<file path="src/salt_pkg.sv">
// ---------------------------------------------------------------------------
// Stroke arc-length tracker package
// Shared widths, register indexes, stream field offsets and types.
// ---------------------------------------------------------------------------
`default_nettype none

package salt_pkg;

   // Point geometry
   localparam int COORD_BITS    = 16;
   localparam int MAX_DIMS      = 4;
   localparam int NUM_IN_COORDS = 4;
   localparam int DIFF_BITS     = COORD_BITS + 1;
   localparam int SQ_BITS       = 2 * COORD_BITS + $clog2(MAX_DIMS);
   localparam int DIM_IDX_BITS  = $clog2(MAX_DIMS);

   // Square root datapath
   localparam int ROOT_BITS     = (SQ_BITS + 1) / 2;
   localparam int RAD_BITS      = 2 * ROOT_BITS;
   localparam int REM_BITS      = ROOT_BITS + 3;
   localparam int ROOT_CNT_BITS = $clog2(ROOT_BITS);

   // Register and result field widths
   localparam int DIMS_BITS     = 3;
   localparam int MIN_SQ_BITS   = 36;
   localparam int INDEX_BITS    = 16;
   localparam int SEG_BITS      = 17;
   localparam int ARC_BITS      = 32;

   localparam logic [DIMS_BITS-1:0] DIMS_RESET = DIMS_BITS'(2);
   localparam logic [DIMS_BITS-1:0] DIMS_MIN   = DIMS_BITS'(2);

   // Configuration port
   localparam int CSR_INDEX_BITS = 1;
   localparam int CSR_DATA_BITS  = MIN_SQ_BITS;
   localparam logic [CSR_INDEX_BITS-1:0] CSR_DIMS_IN_USE     = 1'd0;
   localparam logic [CSR_INDEX_BITS-1:0] CSR_MIN_SQ_DISTANCE = 1'd1;

   // Stream packing
   localparam int REQ_TDATA_BITS = NUM_IN_COORDS * COORD_BITS;
   localparam int RSP_INDEX_LSB  = 0;
   localparam int RSP_SEG_LSB    = RSP_INDEX_LSB + INDEX_BITS;
   localparam int RSP_ARC_LSB    = RSP_SEG_LSB + SEG_BITS;
   localparam int RSP_USED_BITS  = RSP_ARC_LSB + ARC_BITS;
   localparam int RSP_TDATA_BITS = ((RSP_USED_BITS + 7) / 8) * 8;

   typedef logic signed [COORD_BITS-1:0] coord_type;
   typedef logic [SQ_BITS-1:0]           sq_type;

endpackage : salt_pkg

`default_nettype wire

</file>
<file path="src/stroke_arc_length_tracker_top.sv">
// ---------------------------------------------------------------------------
// Stroke arc-length tracker
// Follows a polyline stroke point by point: drops near duplicates, gives the
// integer segment length, the running arc length and the kept point index.
// ---------------------------------------------------------------------------
// Each point takes its own pass through a small sequencer built around one
// 16x16 multiplier and one bit-per-cycle square root unit. A stroke start goes
// straight to the result; a dropped point runs one multiply-accumulate per
// coordinate and one compare; a kept point adds 17 root steps and the load of
// the result. The result shows up in the same cycle as the input is ready
// again. The input is not ready while a point is in progress. A finished
// result sits in the output register and the next point can be taken
// meanwhile; a result that is still waiting there when the next point
// finishes holds that point until it leaves.
// Registers may be written at any time the block is idle; csr_ready is always
// high.
`default_nettype none

module stroke_arc_length_tracker_top (
   input  wire logic                                  clock,
   input  wire logic                                  reset,
   // Input points
   input  wire logic                                  req_tvalid,
   output      logic                                  req_tready,
   // coord_0 [15:0], coord_1 [31:16], coord_2 [47:32], coord_3 [63:48]
   input  wire logic [salt_pkg::REQ_TDATA_BITS-1:0]   req_tdata,
   // start_stroke [0]
   input  wire logic                                  req_tuser,
   // Results
   output      logic                                  rsp_tvalid,
   input  wire logic                                  rsp_tready,
   // point_index [15:0], segment_length [32:16], arc_length [64:33], zero [71:65]
   output      logic [salt_pkg::RSP_TDATA_BITS-1:0]   rsp_tdata,
   // accepted [0]
   output      logic                                  rsp_tuser,
   // Configuration writes
   input  wire logic                                  csr_valid,
   output      logic                                  csr_ready,
   input  wire logic [salt_pkg::CSR_INDEX_BITS-1:0]   csr_index,
   input  wire logic [salt_pkg::CSR_DATA_BITS-1:0]    csr_wdata
);

   localparam logic [2:0] ST_IDLE = 3'd0;
   localparam logic [2:0] ST_SQ   = 3'd1;
   localparam logic [2:0] ST_CMP  = 3'd2;
   localparam logic [2:0] ST_ROOT = 3'd3;
   localparam logic [2:0] ST_DONE = 3'd4;

   localparam logic [salt_pkg::ROOT_CNT_BITS-1:0] ROOT_LAST_CNT =
      salt_pkg::ROOT_CNT_BITS'(salt_pkg::ROOT_BITS - 1);
   localparam logic [salt_pkg::INDEX_BITS-1:0] INDEX_MAX = '1;

   // Control
   logic [2:0]                              state_ff, state_in;
   logic [salt_pkg::DIM_IDX_BITS-1:0]       dim_ff, dim_in;
   logic [salt_pkg::ROOT_CNT_BITS-1:0]      cnt_ff, cnt_in;
   logic                                    first_ff, first_in;
   logic                                    keep_ff, keep_in;
   logic                                    rsp_valid_ff, rsp_valid_in;

   // Configuration
   logic [salt_pkg::DIMS_BITS-1:0]          dims_ff, dims_in;
   logic [salt_pkg::MIN_SQ_BITS-1:0]        min_sq_ff, min_sq_in;

   // Stroke state
   salt_pkg::coord_type                     last_ff [salt_pkg::MAX_DIMS];
   salt_pkg::coord_type                     last_in [salt_pkg::MAX_DIMS];
   logic [salt_pkg::ARC_BITS-1:0]           run_ff, run_in;
   logic [salt_pkg::INDEX_BITS-1:0]         kept_ff, kept_in;

   // Working point and datapath
   salt_pkg::coord_type                     pt_ff [salt_pkg::MAX_DIMS];
   salt_pkg::coord_type                     pt_in [salt_pkg::MAX_DIMS];
   salt_pkg::sq_type                        acc_ff, acc_in;
   logic [salt_pkg::RAD_BITS-1:0]           rad_ff, rad_in;
   logic [salt_pkg::REM_BITS-1:0]           rem_ff, rem_in;
   logic [salt_pkg::ROOT_BITS-1:0]          root_ff, root_in;

   // Output register
   logic [salt_pkg::RSP_TDATA_BITS-1:0]     rsp_data_ff, rsp_data_in;
   logic                                    rsp_user_ff, rsp_user_in;

   // Combinational helpers
   logic [salt_pkg::DIMS_BITS-1:0]          dims_eff;
   logic [salt_pkg::DIM_IDX_BITS-1:0]       last_dim;
   logic signed [salt_pkg::DIFF_BITS-1:0]   diff;
   logic [salt_pkg::DIFF_BITS-1:0]          diff_abs;
   logic [salt_pkg::COORD_BITS-1:0]         mag;
   logic [2*salt_pkg::COORD_BITS-1:0]       mag_sq;
   logic [salt_pkg::REM_BITS-1:0]           rem_sh;
   logic [salt_pkg::REM_BITS-1:0]           trial;
   logic [salt_pkg::ARC_BITS:0]             arc_sum;
   logic [salt_pkg::ARC_BITS-1:0]           arc_sat;
   logic                                    req_xfer;
   logic                                    out_free;

   assign req_tready = (state_ff == ST_IDLE);
   assign req_xfer   = req_tvalid && req_tready;
   assign csr_ready  = 1'b1;
   assign out_free   = !rsp_valid_ff || rsp_tready;

   assign rsp_tvalid = rsp_valid_ff;
   assign rsp_tdata  = rsp_data_ff;
   assign rsp_tuser  = rsp_user_ff;

   // Clamp the dimension count into its legal range
   always_comb begin
      if (dims_ff < salt_pkg::DIMS_MIN) begin
         dims_eff = salt_pkg::DIMS_MIN;
      end else if (dims_ff > salt_pkg::DIMS_BITS'(salt_pkg::MAX_DIMS)) begin
         dims_eff = salt_pkg::DIMS_BITS'(salt_pkg::MAX_DIMS);
      end else begin
         dims_eff = dims_ff;
      end
   end

   assign last_dim = salt_pkg::DIM_IDX_BITS'(dims_eff - salt_pkg::DIMS_BITS'(1));

   // Shared multiply-accumulate unit
   assign diff     = salt_pkg::DIFF_BITS'(pt_ff[dim_ff]) - salt_pkg::DIFF_BITS'(last_ff[dim_ff]);
   assign diff_abs = diff[salt_pkg::DIFF_BITS-1] ? salt_pkg::DIFF_BITS'(-diff)
                                                 : salt_pkg::DIFF_BITS'(diff);
   assign mag      = diff_abs[salt_pkg::COORD_BITS-1:0];
   assign mag_sq   = mag * mag;

   // One restoring square root step
   assign rem_sh = {rem_ff[salt_pkg::REM_BITS-3:0], rad_ff[salt_pkg::RAD_BITS-1 -: 2]};
   assign trial  = salt_pkg::REM_BITS'({root_ff, 2'b01});

   // Saturating arc length
   assign arc_sum = {1'b0, run_ff} + (salt_pkg::ARC_BITS+1)'(root_ff);
   assign arc_sat = arc_sum[salt_pkg::ARC_BITS] ? '1 : arc_sum[salt_pkg::ARC_BITS-1:0];

   always_comb begin
      state_in     = state_ff;
      dim_in       = dim_ff;
      cnt_in       = cnt_ff;
      first_in     = first_ff;
      keep_in      = keep_ff;
      rsp_valid_in = rsp_valid_ff;
      dims_in      = dims_ff;
      min_sq_in    = min_sq_ff;
      last_in      = last_ff;
      run_in       = run_ff;
      kept_in      = kept_ff;
      pt_in        = pt_ff;
      acc_in       = acc_ff;
      rad_in       = rad_ff;
      rem_in       = rem_ff;
      root_in      = root_ff;
      rsp_data_in  = rsp_data_ff;
      rsp_user_in  = rsp_user_ff;

      if (csr_valid && csr_ready) begin
         unique case (csr_index)
            salt_pkg::CSR_DIMS_IN_USE: begin
               dims_in = csr_wdata[salt_pkg::DIMS_BITS-1:0];
            end
            salt_pkg::CSR_MIN_SQ_DISTANCE: begin
               min_sq_in = csr_wdata[salt_pkg::MIN_SQ_BITS-1:0];
            end
            default: begin
            end
         endcase
      end

      if (rsp_valid_ff && rsp_tready) begin
         rsp_valid_in = 1'b0;
      end

      unique case (state_ff)
         ST_IDLE: begin
            if (req_xfer) begin
               for (int k = 0; k < salt_pkg::MAX_DIMS; k++) begin
                  if (k < salt_pkg::NUM_IN_COORDS) begin
                     pt_in[k] = req_tdata[k*salt_pkg::COORD_BITS +: salt_pkg::COORD_BITS];
                  end else begin
                     pt_in[k] = '0;
                  end
               end
               first_in = req_tuser || (kept_ff == '0);
               keep_in  = 1'b0;
               acc_in   = '0;
               dim_in   = '0;
               state_in = (req_tuser || (kept_ff == '0)) ? ST_DONE : ST_SQ;
            end
         end
         ST_SQ: begin
            acc_in = acc_ff + salt_pkg::SQ_BITS'(mag_sq);
            dim_in = dim_ff + 1'b1;
            if (dim_ff == last_dim) begin
               state_in = ST_CMP;
            end
         end
         ST_CMP: begin
            rad_in  = salt_pkg::RAD_BITS'(acc_ff);
            rem_in  = '0;
            root_in = '0;
            cnt_in  = '0;
            if (salt_pkg::MIN_SQ_BITS'(acc_ff) > min_sq_ff) begin
               keep_in  = 1'b1;
               state_in = ST_ROOT;
            end else begin
               keep_in  = 1'b0;
               state_in = ST_DONE;
            end
         end
         ST_ROOT: begin
            rad_in = {rad_ff[salt_pkg::RAD_BITS-3:0], 2'b00};
            if (rem_sh >= trial) begin
               rem_in  = rem_sh - trial;
               root_in = {root_ff[salt_pkg::ROOT_BITS-2:0], 1'b1};
            end else begin
               rem_in  = rem_sh;
               root_in = {root_ff[salt_pkg::ROOT_BITS-2:0], 1'b0};
            end
            cnt_in = cnt_ff + 1'b1;
            if (cnt_ff == ROOT_LAST_CNT) begin
               state_in = ST_DONE;
            end
         end
         ST_DONE: begin
            // Hold until the output register is free
            if (out_free) begin
               rsp_valid_in = 1'b1;
               rsp_data_in  = '0;
               if (first_ff) begin
                  rsp_user_in = 1'b1;
                  last_in     = pt_ff;
                  run_in      = '0;
                  kept_in     = salt_pkg::INDEX_BITS'(1);
               end else if (keep_ff) begin
                  rsp_user_in = 1'b1;
                  rsp_data_in[salt_pkg::RSP_INDEX_LSB +: salt_pkg::INDEX_BITS] = kept_ff;
                  rsp_data_in[salt_pkg::RSP_SEG_LSB +: salt_pkg::SEG_BITS] =
                     salt_pkg::SEG_BITS'(root_ff);
                  rsp_data_in[salt_pkg::RSP_ARC_LSB +: salt_pkg::ARC_BITS] = arc_sat;
                  last_in = pt_ff;
                  run_in  = arc_sat;
                  if (kept_ff != INDEX_MAX) begin
                     kept_in = kept_ff + 1'b1;
                  end
               end else begin
                  rsp_user_in = 1'b0;
                  rsp_data_in[salt_pkg::RSP_INDEX_LSB +: salt_pkg::INDEX_BITS] =
                     kept_ff - 1'b1;
                  rsp_data_in[salt_pkg::RSP_ARC_LSB +: salt_pkg::ARC_BITS] = run_ff;
               end
               state_in = ST_IDLE;
            end
         end
         default: begin
            state_in = ST_IDLE;
         end
      endcase
   end

   always_ff @(posedge clock) begin
      if (reset) begin
         state_ff     <= ST_IDLE;
         dim_ff       <= '0;
         cnt_ff       <= '0;
         first_ff     <= 1'b0;
         keep_ff      <= 1'b0;
         rsp_valid_ff <= 1'b0;
         dims_ff      <= salt_pkg::DIMS_RESET;
         min_sq_ff    <= '0;
         run_ff       <= '0;
         kept_ff      <= '0;
         for (int k = 0; k < salt_pkg::MAX_DIMS; k++) begin
            last_ff[k] <= '0;
         end
      end else begin
         state_ff     <= state_in;
         dim_ff       <= dim_in;
         cnt_ff       <= cnt_in;
         first_ff     <= first_in;
         keep_ff      <= keep_in;
         rsp_valid_ff <= rsp_valid_in;
         dims_ff      <= dims_in;
         min_sq_ff    <= min_sq_in;
         run_ff       <= run_in;
         kept_ff      <= kept_in;
         last_ff      <= last_in;
      end
   end

   always_ff @(posedge clock) begin
      pt_ff       <= pt_in;
      acc_ff      <= acc_in;
      rad_ff      <= rad_in;
      rem_ff      <= rem_in;
      root_ff     <= root_in;
      rsp_data_ff <= rsp_data_in;
      rsp_user_ff <= rsp_user_in;
   end

endmodule : stroke_arc_length_tracker_top

`default_nettype wire

</file>
<file path="config.mk">
export PLATFORM = sky130hd
export DESIGN_NAME = stroke_arc_length_tracker_top
export DESIGN_NICKNAME = d
export VERILOG_FILES = /design/src/salt_pkg.sv /design/src/stroke_arc_length_tracker_top.sv
export SDC_FILE = /design/constraint.sdc
export NUM_CORES = 1
export LEC_CHECK = 0
export BUFFER_PORTS_ARGS = -buffer_cell sky130_fd_sc_hd__buf_2
export CORE_ASPECT_RATIO = 1.75
export CORE_MARGIN = 3
export CORE_UTILIZATION = 44
export CTS_CLUSTER_DIAMETER = 40
export DETAILED_ROUTE_END_ITERATION = 10
export PLACE_DENSITY = 0.66
export SLEW_MARGIN = 10
export SYNTH_ARGS = -nofsm -noshare
export SYNTH_HDL_FRONTEND = slang
export SYNTH_SLANG_ARGS = --single-unit
</file>
<file path="constraint.sdc">
create_clock -name clock -period 10.2 [get_ports clock]
set_input_delay 0.51 -clock clock [delete_from_list [all_inputs] [get_ports clock]]
set_output_delay 0.51 -clock clock [all_outputs]
set_load 0.02 [all_outputs]
</file>
# Word level (Yosys, flattened, before mapping)
# Index checks and enable logic that the tools add are counted.
totals:
  reg_bits: 397
  in_bits: 107
  output_inout_bits: 76
  wordCells: 119
op_classes:
  add_sub_neg: 10
  mul: 1
  order_cmp: 5
  n_eq_ne: 11
  muxes: 42
  n_bitwise: 3
  n_reduce_logical: 22
ops:
  columns: ["cell", "n"]
  rows:
  - ["$mux W16", 9]
  - ["$pmux W34 S2", 2]
  - ["$mux W64", 2]
  - ["$mux W32", 3]
  - ["$bmux W16 S2", 2]
  - ["$gt A34 B36 Y1", 1]
  - ["$pmux W18 S2", 1]
  - ["$add A34 B32 Y34", 1]
  - ["$mux W34", 1]
  - ["$pmux W17 S2", 1]
  - ["$add A32 B17 Y33", 1]
  - ["$mul A16 B16 Y32", 1]
  - ["$ge A20 B19 Y1", 1]
  - ["$mux W18", 1]
  - ["$mux W3", 6]
  - ["$sub A18 B18 Y18", 1]
  - ["$sub A16 B16 Y17", 1]
  - ["$add A16 B1 Y16 const B", 1]
  - ["$logic_not A16 Y1", 1]
  - ["$ne A16 B16 Y1 const B", 1]
  - ["$neg A16 Y16", 1]
  - ["$sub A16 B1 Y16 const B", 1]
  - ["$pmux W3 S5", 1]
  - ["$reduce_and A2 Y1", 6]
  - ["28 further kinds", 47]

# Logic depth before layout (Yosys ltp)
# Gate-level depths: netlist of the first run.
logic_depth:
  depth_word: 10
  depth_mapped: 43
  mapped_depth_nobuf: 40

# Worst setup path after synthesis of the first run
# Ideal clock, no wire load.
synth_path:
  kind: "reg2reg"
  start: "register dim_ff[0] (netlist name)"
  end: "register acc_ff[33], data pin"
  setup_ps: 158
  arrival_time_ps: 9825
  required_time_ps: 10042
  slack_ps: 217
  path_stages_with_launch: 37
  n_path_buf: 3
  period_less_slack_ps: 9983
  path_cell_list: "dfxtp_1 > clkbuf_1 > clkbuf_1 > mux4_2 > fa_1 > a211oi_2 > o21a_2 > o21a_1 > o311ai_1 > and4b_1 > nand4_1 > or4_1 > a22oi_2 > xnor2_2 > buf_6 > nor2_2 > inv_1 > fa_1 > inv_1 > fa_1 > inv_1 > fa_1 > inv_1 > fa_1 > fa_1 > inv_1 > fa_1 > inv_1 > ha_1 > nand3_1 > or3_1 > o311a_1 > a21oi_1 > o21ai_0 > a211oi_1 > mux2_2 > o211ai_1"
synth_via:
  elab_chain_len: 10
  word_cells_on_any_way: 13
  cone_classes: "add/sub: 3; mul: 1; mux: 8; bitwise: 1"
synth_rtl:
  columns: ["item", "line_no", "source"]
  rows:
  - ["from (decl)", "stroke_arc_length_tracker_top.sv:55", "logic [salt_pkg::DIM_IDX_BITS-1:0] dim_ff, dim_in;"]
  - ["from (signal assigned)", "stroke_arc_length_tracker_top.sv:275", "dim_ff <= dim_in;"]
  - ["$not A2 Y3 (not written as such) *", "stroke_arc_length_tracker_top.sv:120", "assign diff = salt_pkg::DIFF_BITS'(pt_ff[dim_ff]) - salt_pkg::DIFF_BITS'(last_ff[dim_ff]);"]
  - ["$bmux W16 S2", "stroke_arc_length_tracker_top.sv:120", null]
  - ["$mux W16 (not written as such) (2 in series)", "stroke_arc_length_tracker_top.sv:120", null]
  - ["$sub A16 B16 Y17 *", "stroke_arc_length_tracker_top.sv:120", null]
  - ["$neg A16 Y16", "stroke_arc_length_tracker_top.sv:121", "assign diff_abs = diff[salt_pkg::DIFF_BITS-1] ? salt_pkg::DIFF_BITS'(-diff)"]
  - ["$mux W16 *", "stroke_arc_length_tracker_top.sv:121", null]
  - ["$mul A16 B16 Y32 *", "stroke_arc_length_tracker_top.sv:124", "assign mag_sq = mag * mag;"]
  - ["$add A34 B32 Y34 *", "stroke_arc_length_tracker_top.sv:189", "acc_in = acc_ff + salt_pkg::SQ_BITS'(mag_sq);"]
  - ["$pmux W34 S2 *", "stroke_arc_length_tracker_top.sv:171", "unique case (state_ff)"]
  - ["to (signal assigned)", "stroke_arc_length_tracker_top.sv:290", "acc_ff <= acc_in;"]
  - ["to (decl)", "stroke_arc_length_tracker_top.sv:74", "salt_pkg::sq_type acc_ff, acc_in;"]
# Mark *: on every way between the ends. The rest lies on a longest branch, timed or not. The select of a mux whose other input is x is not followed.
# A chain may end at the register's enable or synchronous reset.

# Worst setup path after layout of the first run
layout_path:
  start: "register dim_ff[0] (netlist name)"
  end: "register acc_ff[31], data pin"
# Same word-level chain as after synthesis.

==> results.cfg, run 1 <==
[setup_path]
crit_type = reg -> reg
start_kind = register
crit_path_end_kind = register
path_max_fanout = 14
cp_data_arrival_time_ps = 10150
crit_path_frequent_cell = fa_1
slowest_delay_ps = 570
r2r-end = acc_ff[31]
r2r_cells = 36
r2r_start = dim_ff[0]
r2r_slack_ps = 410
critPathRequiredTime_ps = 10560
critPathSlowestCell = or4_1

[floorplanning]
dieHeight_um = 338
die_w_um = 196
rows = 121
dieArea_sq_mm = 0.0663
io_pins = 183
start_util_pct = 44.5
coreArea_sq_mm = 0.0624

[yosys]
synthArstFlopShare_pct = 0
syn_area_per_cell_sq_um = 9.51
synth-seq-cells = 397
synth_warnings = 0
syn_inst = 2920
synth_ff_type = edfxtp_1
synth_edf_count = 233
yosysSeqAreaShare_pct = 37.0
ys_types = 87
synthesis.area_sq_mm = 0.0278

[hold_path]
hold_depth = 1
worstHoldStart = req_tdata[35]
holdPathEnd = pt_ff[19]
hold_class = in -> reg

[placement]
io_buffers = 174
dp_hpwl_mm = 54.9
dp_cells = 3859
gp_congestion = 0.964

[sta]
finalClockSkew_ps = 51.4
holdWs_ps = 70.8
post-route-period-util_pct = 96.0
fin_tns_setup_ps = 0
tightest_slew_ps = 1130
hold_viol_final = 0
maxSlewViolCount = 0
relSlewSlack_pct = 24.3
fin_crit_ps = 9790
setup_viol = 0
fmax_mhz = 102

[status]
status = finished, final reports clean

[grt]
grt_use_total_pct = 20.9
grt-ovfl-total = 0
grt_pass1_wl_mm = 110
antenna_found_initial = 3
grt_max_degree = 81
grt_pass1_vias = 21500

[clock_network]
ctsHtreeMaxLevel = 2
cts_tree = done
cts_buffers = 45
cts_buffer_depth = 3
clk_pin_slew_ps = 60
numClockSinks = 397
clk_latency_ps = 610
root_buffer = clkbuf_16

[drt]
drtIter0Drc = 1036
viasPerCell = 5.29
wl_per_cell_um = 17.7
drc = 0
vias = 20900
ant_nets = 0
routed_wl_mm = 70.0
drt_pass1_iterations = 5

[flow_run]
cap_violations = 0

[cells_and_area]
seq_area_sq_mm = 0.0103
fill_cells = 5869
stdcell_count = 3951
fin_nets = 3610
area_delta_synth_final_pct = 13.6
drive_gt1_share_pct = 13.1
multi_input_area_sq_mm = 0.0155
[logic make-up after synthesis]
logic type,synth area share [%]
AND/OR/NAND/NOR,14.4
other,0.0271
multiplexers,2.93
adder cells (fa/ha/maj),22.9
buffers and inverters,7.56
XOR/XNOR,3.49
flip-flops,37.0
AO/OA/AOI/OAI,11.7
[cell usage in the layout, fill, tap and decap left out, types with 46 or more instances in the layout]
master / count
buf_2: 173
buf_4: 74
clkbuf_16: 46
nor2_1: 209
dfxtp_1: 161
edfxtp_1: 233
o21ai_0: 100
a21o_1: 61
fa_1: 194
a21oi_1: 240
nand2_1: 413
xnor2_1: 63
ha_1: 196
inv_1: 425
[cells in the mapped netlist (all sizes together), types with 3 or more instances]
| master | number | area (sq um) |
|---|---|---|
| or4 | 7 | 52.6 |
| and4 | 3 | 26.3 |
| o31ai | 5 | 42.5 |
| edfxtp | 233 | 7000 |
| nor2b | 18 | 113 |
| o2111ai | 3 | 26.3 |
| nand3 | 36 | 180 |
| nand2b | 31 | 201 |
| nor2 | 215 | 817 |
| xnor2 | 66 | 593 |
| fa | 195 | 3900 |
| xor2 | 42 | 375 |
| a311oi | 12 | 105 |
| a41oi | 3 | 26.3 |
| clkbuf | 98 | 368 |
| a21o | 61 | 458 |
| a21oi | 242 | 1210 |
| a22oi | 4 | 35.0 |
| nand2 | 415 | 1560 |
| o22ai | 5 | 31.3 |
| mux2i | 7 | 70.1 |
| clkinv | 3 | 11.3 |
| buf | 15 | 97.6 |
| o21ai | 107 | 551 |
| o211a | 3 | 30.0 |
| dfxtp | 164 | 3280 |
| inv | 432 | 1620 |
| o211ai | 9 | 77.6 |
| nor3 | 41 | 210 |
| or3 | 29 | 181 |
| and2 | 35 | 219 |
| or2 | 8 | 52.6 |
| a211oi | 17 | 133 |
| nand4 | 18 | 113 |
| and3 | 21 | 131 |
| a31oi | 21 | 131 |
| a21boi | 4 | 30.0 |
| nor4 | 9 | 56.3 |
| mux4 | 32 | 721 |
| nand3b | 3 | 22.5 |
| o21bai | 6 | 45.0 |
| o21a | 18 | 136 |
| ha | 196 | 2450 |
[what timing repair did]
| action | in CTS | in global routing |
|---|---|---|
| endpoints found under the setup margin | 0 | 7 |
| hold buffers | 0 | 0 |
| resized for setup | 0 | 21 |
| setup buffers | 0 | 4 |
[cell type report]
type                            instances  area share [%]
Timing Repair Buffer                  252            4.84
Sequential cell                       397            32.6
Antenna cell                            3          0.0238
Inverter                              435            5.19
Clock buffer                           54            3.71
Multi-Input combinational cell       1981            49.2
Tap cell                              799            3.17
Clock inverter                         30            1.27
[state kept, by name, indices dropped and copies added (netlist names)]
name and cells:
rad_ff 34, last_ff 64, state_ff 3, keep_ff 1
dim_ff 2, rsp_tdata 65, root_ff 17, rsp_tuser 1
first_ff 1, pt_ff 64, kept_ff 16, cnt_ff 5
run_ff 32, rem_ff 18, rsp_tvalid 1, dims_ff 3
acc_ff 34, min_sq_ff 36
[layer usage]
layer / vias up / share of wire (%) / global-route usage, %
li1: 10100 / - / -
met1: 10100 / 36 / 21.6
met2: 477 / 55 / 40.3
met3: 190 / 3.3 / 2.23
met4: 0 / 6.2 / 11.5
met5: - / 0 / 0
[metrics by stage]
stage | worst slack (ps) | instance area, sq um | utilization (%)
4_1_cts | 219 | 31400 | 50.3
3_3_place_gp | 408 | 29800 | 47.8
3_5_place_dp | 251 | 29800 | 47.8
5_1_grt | -49.1 | 31500 | 50.6
6_report | 410 | 31500 | 50.6
2_1_floorplan | 217 | 27800 | -
[worst max-delay path, delay by kind of cell, from the launching register on]
family,cells,cell delay (ps)
flops,1,400
simple gates,4,970
compound gates,14,2890
fa+ha+maj,8,3650
buf+inv,6,620
mux,1,510
xor+xnor,3,480
[how the worst max path moves through the flow]
stage / cells after the start / slack, ps / end / from
floorplan: 36 / 220 / acc_ff[33] / dim_ff[0]
global placement: 34 / 410 / acc_ff[33] / dim_ff[0]
detailed placement: 34 / 250 / acc_ff[33] / dim_ff[0]
CTS: 32 / 220 / acc_ff[33] / dim_ff[0]
finish: 36 / 410 / acc_ff[31] / dim_ff[0]
global route: 37 / -50 / acc_ff[33] / dim_ff[0]
Power of run 1 is not shown: default switching activity piles up to over one toggle a cycle in this logic, so the estimate is an artifact.
==> inputs of run 2 (changes only) <==
--- a/config.mk
+++ b/config.mk
@@ -6,12 +6,14 @@
 export NUM_CORES = 1
 export LEC_CHECK = 0
 export BUFFER_PORTS_ARGS = -buffer_cell sky130_fd_sc_hd__buf_2
+export CELL_PAD_IN_SITES_DETAIL_PLACEMENT = 1
+export CELL_PAD_IN_SITES_GLOBAL_PLACEMENT = 2
 export CORE_ASPECT_RATIO = 1.75
 export CORE_MARGIN = 3
-export CORE_UTILIZATION = 44
+export CORE_UTILIZATION = 36
 export CTS_CLUSTER_DIAMETER = 40
 export DETAILED_ROUTE_END_ITERATION = 10
-export PLACE_DENSITY = 0.66
+export PLACE_DENSITY = 0.81
 export SLEW_MARGIN = 10
 export SYNTH_ARGS = -nofsm -noshare
 export SYNTH_HDL_FRONTEND = slang
==> run 2 against run 1 <==
Against the previous run: via count increased by 1.9%; routed wire length increased by 15%; sequential share of layout area decreased by 0.85 points; design area increased by 2.7%; clock-buffer cell count increased by 7; flip-flop and latch count unchanged; maximum frequency increased by 0.13%; setup slack improved by 12 ps; global-route usage decreased by 1.1 points; non-clock buffer count increased by 16; critical path depth decreased by 1.
==> results.cfg, run 2 (synthesized netlist as in run 1, its figures left out) <==
[drt]
viasPerCell = 5.07
wl_per_cell_um = 19.2
vias = 21300
drtIter0Drc = 826
drt_pass1_iterations = 4
routed_wl_mm = 80.5
drc = 0
ant_nets = 0

[cells_and_area]
drive_gt1_share_pct = 15.0
final_common_cell = inv_1
largest_reg_flops = 65
final_cell_mix = inv_1, nand2_1, a21oi_1
diodes = 0
area_delta_synth_final_pct = 16.7
fin_nets = 3635

[sta]
finalClockSkew_ps = 37.8
hold_viol_final = 0
relSlewSlack_pct = 28.5
maxSlewViolCount = 0
setup_viol = 0
fmax_mhz = 102
fin_crit_ps = 9780
fin_tns_setup_ps = 0
post-route-period-util_pct = 95.9
tightest_slew_ps = 1070

[grt]
grt-ovfl-total = 0
grt_pass1_wl_mm = 127
grt_pass1_vias = 23800
antenna_found_initial = 0
busiest_layer = met2
grt_max_degree = 92
met1_usage_pct = 20.3
grt_use_total_pct = 19.7
grtUsageMet2_pct = 39.9
use_met3_pct = 1.81

[clock_network]
cts_buffers = 54
root_buffer = clkbuf_16
clk_latency_ps = 630
numClockSinks = 397
cts_tree = done
ctsHtreeMaxLevel = 2
cts_buffer_depth = 3
clk_pin_slew_ps = 60

[floorplanning]
coreArea_sq_mm = 0.0763
dieHeight_um = 373
dieArea_sq_mm = 0.0806
rows = 134
start_util_pct = 36.4
die_w_um = 216
io_pins = 183

[setup_path]
critPathSlowestCell = or4_4
crit_type = reg -> reg
critPathRequiredTime_ps = 10560
start_kind = register
crit_path_frequent_cell = fa_1
r2r_cells = 35
cp_data_arrival_time_ps = 10140
path_max_fanout = 12
crit_path_end_kind = register
slowest_delay_ps = 570

[hold_path]
hold_depth = 1
hold_class = in -> reg

[status]
status = finished, final reports clean

[placement]
io_buffers = 174
dp_hpwl_mm = 64.2
gp_congestion = 0.897

[flow_run]
cap_violations = 0
[run 2: final cells by class]
class	count	area, sq um
tap	1020	1280
clock inverter	41	458
multi-input combinational	1981	15700
sequential	397	10300
inverter	435	1640
clock buffer	61	1400
fill	8684	43900
timing repair buffer	268	1650
[run 2: critical path, delay by kind of cell (launching register included)]
kind,cells,cell delay (ps)
AND/OR/NAND/NOR,9,2160
XOR/XNOR,3,480
flip-flops,1,380
buffers and inverters,6,710
multiplexers,1,540
AO/OA/AOI/OAI,8,1600
adder cells (fa/ha/maj),8,3620
[run 2: through the flow]
| stage | hold WS, ps | instance area (sq um) | setup WS, ps | utilization [%] | instances |
|---|---|---|---|---|---|
| finish | 56.9 | 32400 | 422 | 42.4 | 4203 |
| global route | 20.5 | 32400 | -55.2 | 42.4 | 4203 |
| CTS | 8.47 | 32000 | 0.326 | 41.9 | 4187 |
| detailed placement | 447 | 30100 | -221 | 39.5 | 4085 |
| global placement | 439 | 30100 | 83.6 | 39.5 | 4085 |
| floorplan | 433 | 27800 | 217 | - | 2926 |
[run 2: worst paths after layout]
| path | startpoint | end | slack, ps |
|---|---|---|---|
| hold / removal | req_tdata[20] | pt_ff[36] | 60 |
| hold reg to reg | last_ff[44] | last_ff[44] | 450 |
| setup / recovery | dim_ff[0] | acc_ff[28] | 420 |
| setup reg to reg | dim_ff[0] | acc_ff[28] | 420 |
[run 2: what timing repair did]
action                                  CTS  global route
endpoints found under the setup margin    6             9
gates cloned                              0             1
hold buffers                              0             0
gates resized for setup                   6            55
setup buffers                             0            15
pin swaps                                 1            19
[run 2: per-layer routing]
layer	up-vias	wire [um]
met5	-	0
met4	0	3580
met3	152	1970
met2	343	45600
met1	10600	29400
li1	10200	-
Power of run 2 is left out for the same reason.
==> inputs of run 3 (changes only) <==
==> constraint.sdc (replaced) <==
create_clock -name clock -period 8.78 [get_ports clock]
set_input_delay 0.439 -clock clock [delete_from_list [all_inputs] [get_ports clock]]
set_output_delay 0.439 -clock clock [all_outputs]
set_load 0.02 [all_outputs]
==> run 3 against run 2 <==
Against the previous run: first-iteration DRC count up 9.2%; clock skew fell by 9.9 ps; die area unchanged; flip-flop and latch count is the same; setup slack got worse by 1100 ps; non-clock buffer count rose by 272; cell count rose by 6.3%; the run now ends with negative setup slack left; via count up 6.8%.
==> results.cfg, run 3 (synthesized netlist as in run 1, its figures left out) <==
[drt]
drt_pass1_iterations = 5
viasPerCell = 5.09
drc = 0
ant_nets = 0
drtIter0Drc = 902
wl_per_cell_um = 19.1
routed_wl_mm = 85.2
vias = 22700

[cells_and_area]
drive_gt1_share_pct = 22.7
final_cell_mix = nand2_1, inv_1, buf_4
post-route-util_pct = 46.1
diodes = 0
area_delta_synth_final_pct = 26.7
largest_reg_flops = 65
stdcell_count = 4467
fin_nets = 3903

[floorplanning]
dieHeight_um = 373
coreArea_sq_mm = 0.0763
dieArea_sq_mm = 0.0806
rows = 134
io_pins = 183
start_util_pct = 36.4
die_w_um = 216

[sta]
holdWs_ps = 39.8
layout_setup_ws_ps = -634
finalClockSkew_ps = 27.8
maxSlewViolCount = 0
fmax_mhz = 106
hold_viol_final = 0
relSlewSlack_pct = 30.8
fin_crit_ps = 9410
rsz0062_at_grt = yes
post-route-period-util_pct = 107
tightest_slew_ps = 1040
setup_viol = 16

[grt]
grt_pass1_vias = 25700
antenna_found_initial = 0
grt_max_degree = 83
grt-ovfl-total = 0
grt_use_total_pct = 21.1
grt_pass1_wl_mm = 136

[hold_path]
hold_depth = 1
hold_class = in -> reg

[clock_network]
ctsHtreeMaxLevel = 2
clk_latency_ps = 610
cts_tree = done
cts_buffer_depth = 3
clk_pin_slew_ps = 60
numClockSinks = 397
cts_buffers = 50
root_buffer = clkbuf_16

[placement]
dp_hpwl_mm = 66.2
dp_cells = 4279
io_buffers = 174
gp_congestion = 0.901

[status]
violations = negative setup slack
status = finished, violations left

[setup_path]
crit_path_frequent_cell = fa_1
path_max_fanout = 7
critPathRequiredTime_ps = 9120
crit_type = reg -> reg
critPathSlowestCell = mux4_2
start_kind = register
r2r_cells = 37
crit_path_end_kind = register
cp_data_arrival_time_ps = 9760
slowest_delay_ps = 540

[flow_run]
cap_violations = 0
run 3: cell types whose count changed in the layout (fill, tap and decap cells not counted), moves of 12 or more:
cell	previous run	this run
a21oi_1	237	225
buf_4	88	289
dlygate4sd3_1	0	60
ha_1	193	180
inv_1	423	410
nor2_1	208	193
run 3: final cells by class:
| class | count | area [sq um] |
|---|---|---|
| Sequential cell | 397 | 10300 |
| Inverter | 435 | 1650 |
| Tap cell | 1020 | 1280 |
| Clock inverter | 36 | 407 |
| Timing Repair Buffer | 540 | 3920 |
| Clock buffer | 58 | 1350 |
| Multi-Input combinational cell | 1981 | 16300 |
| Fill cell | 8671 | 41100 |
run 3: path summary, 6_finish.rpt:
kind,start,to,slack [ps]
worst max-delay path,dim_ff[0],acc_ff[29],-630
worst min-delay path,req_tdata[16],pt_ff[32],40
worst max register to register,dim_ff[0],acc_ff[29],-630
worst min register to register,last_ff[31],last_ff[31],450
run 3: per-layer routing:
| metal | wire, um | global-route usage, % | share of wire, % |
|---|---|---|---|
| met5 | 0 | 0 | 0 |
| met4 | 4780 | 10.5 | 5.6 |
| met3 | 2070 | 1.92 | 2.4 |
| met2 | 47800 | 42.3 | 56 |
| met1 | 30600 | 21.2 | 36 |
run 3: worst max-delay path: cells and delay by family (launching register included):
kind                       cells  cell delay (ps)
buffers and inverters          7              740
AOI/OAI and AO/OA             14             2510
DFF                            1              420
adders and majority gates      8             3470
xor gates and xnor gates       1              150
and+or+nand+nor                6             1290
muxes                          1              540
run 3: timing repair:
item	in CTS	in global routing
gates resized for setup	73	93
endpoints found under the setup margin	21	22
pin swaps	40	68
buffers inserted	11	22
gates cloned	3	0
hold buffers	60	0
hold endpoints to repair	60	0
run 3: per-stage QoR:
step	setup TNS, ps	area, sq um	setup WS, ps
6_report	-6300	35200	-634
5_1_grt	-13290	35200	-1040
4_1_cts	-6130	34600	-664
3_5_place_dp	-9050	31800	-843
3_3_place_gp	-6450	31800	-673
2_1_floorplan	-1740	28000	-302
Power of run 3 is left out for the same reason.
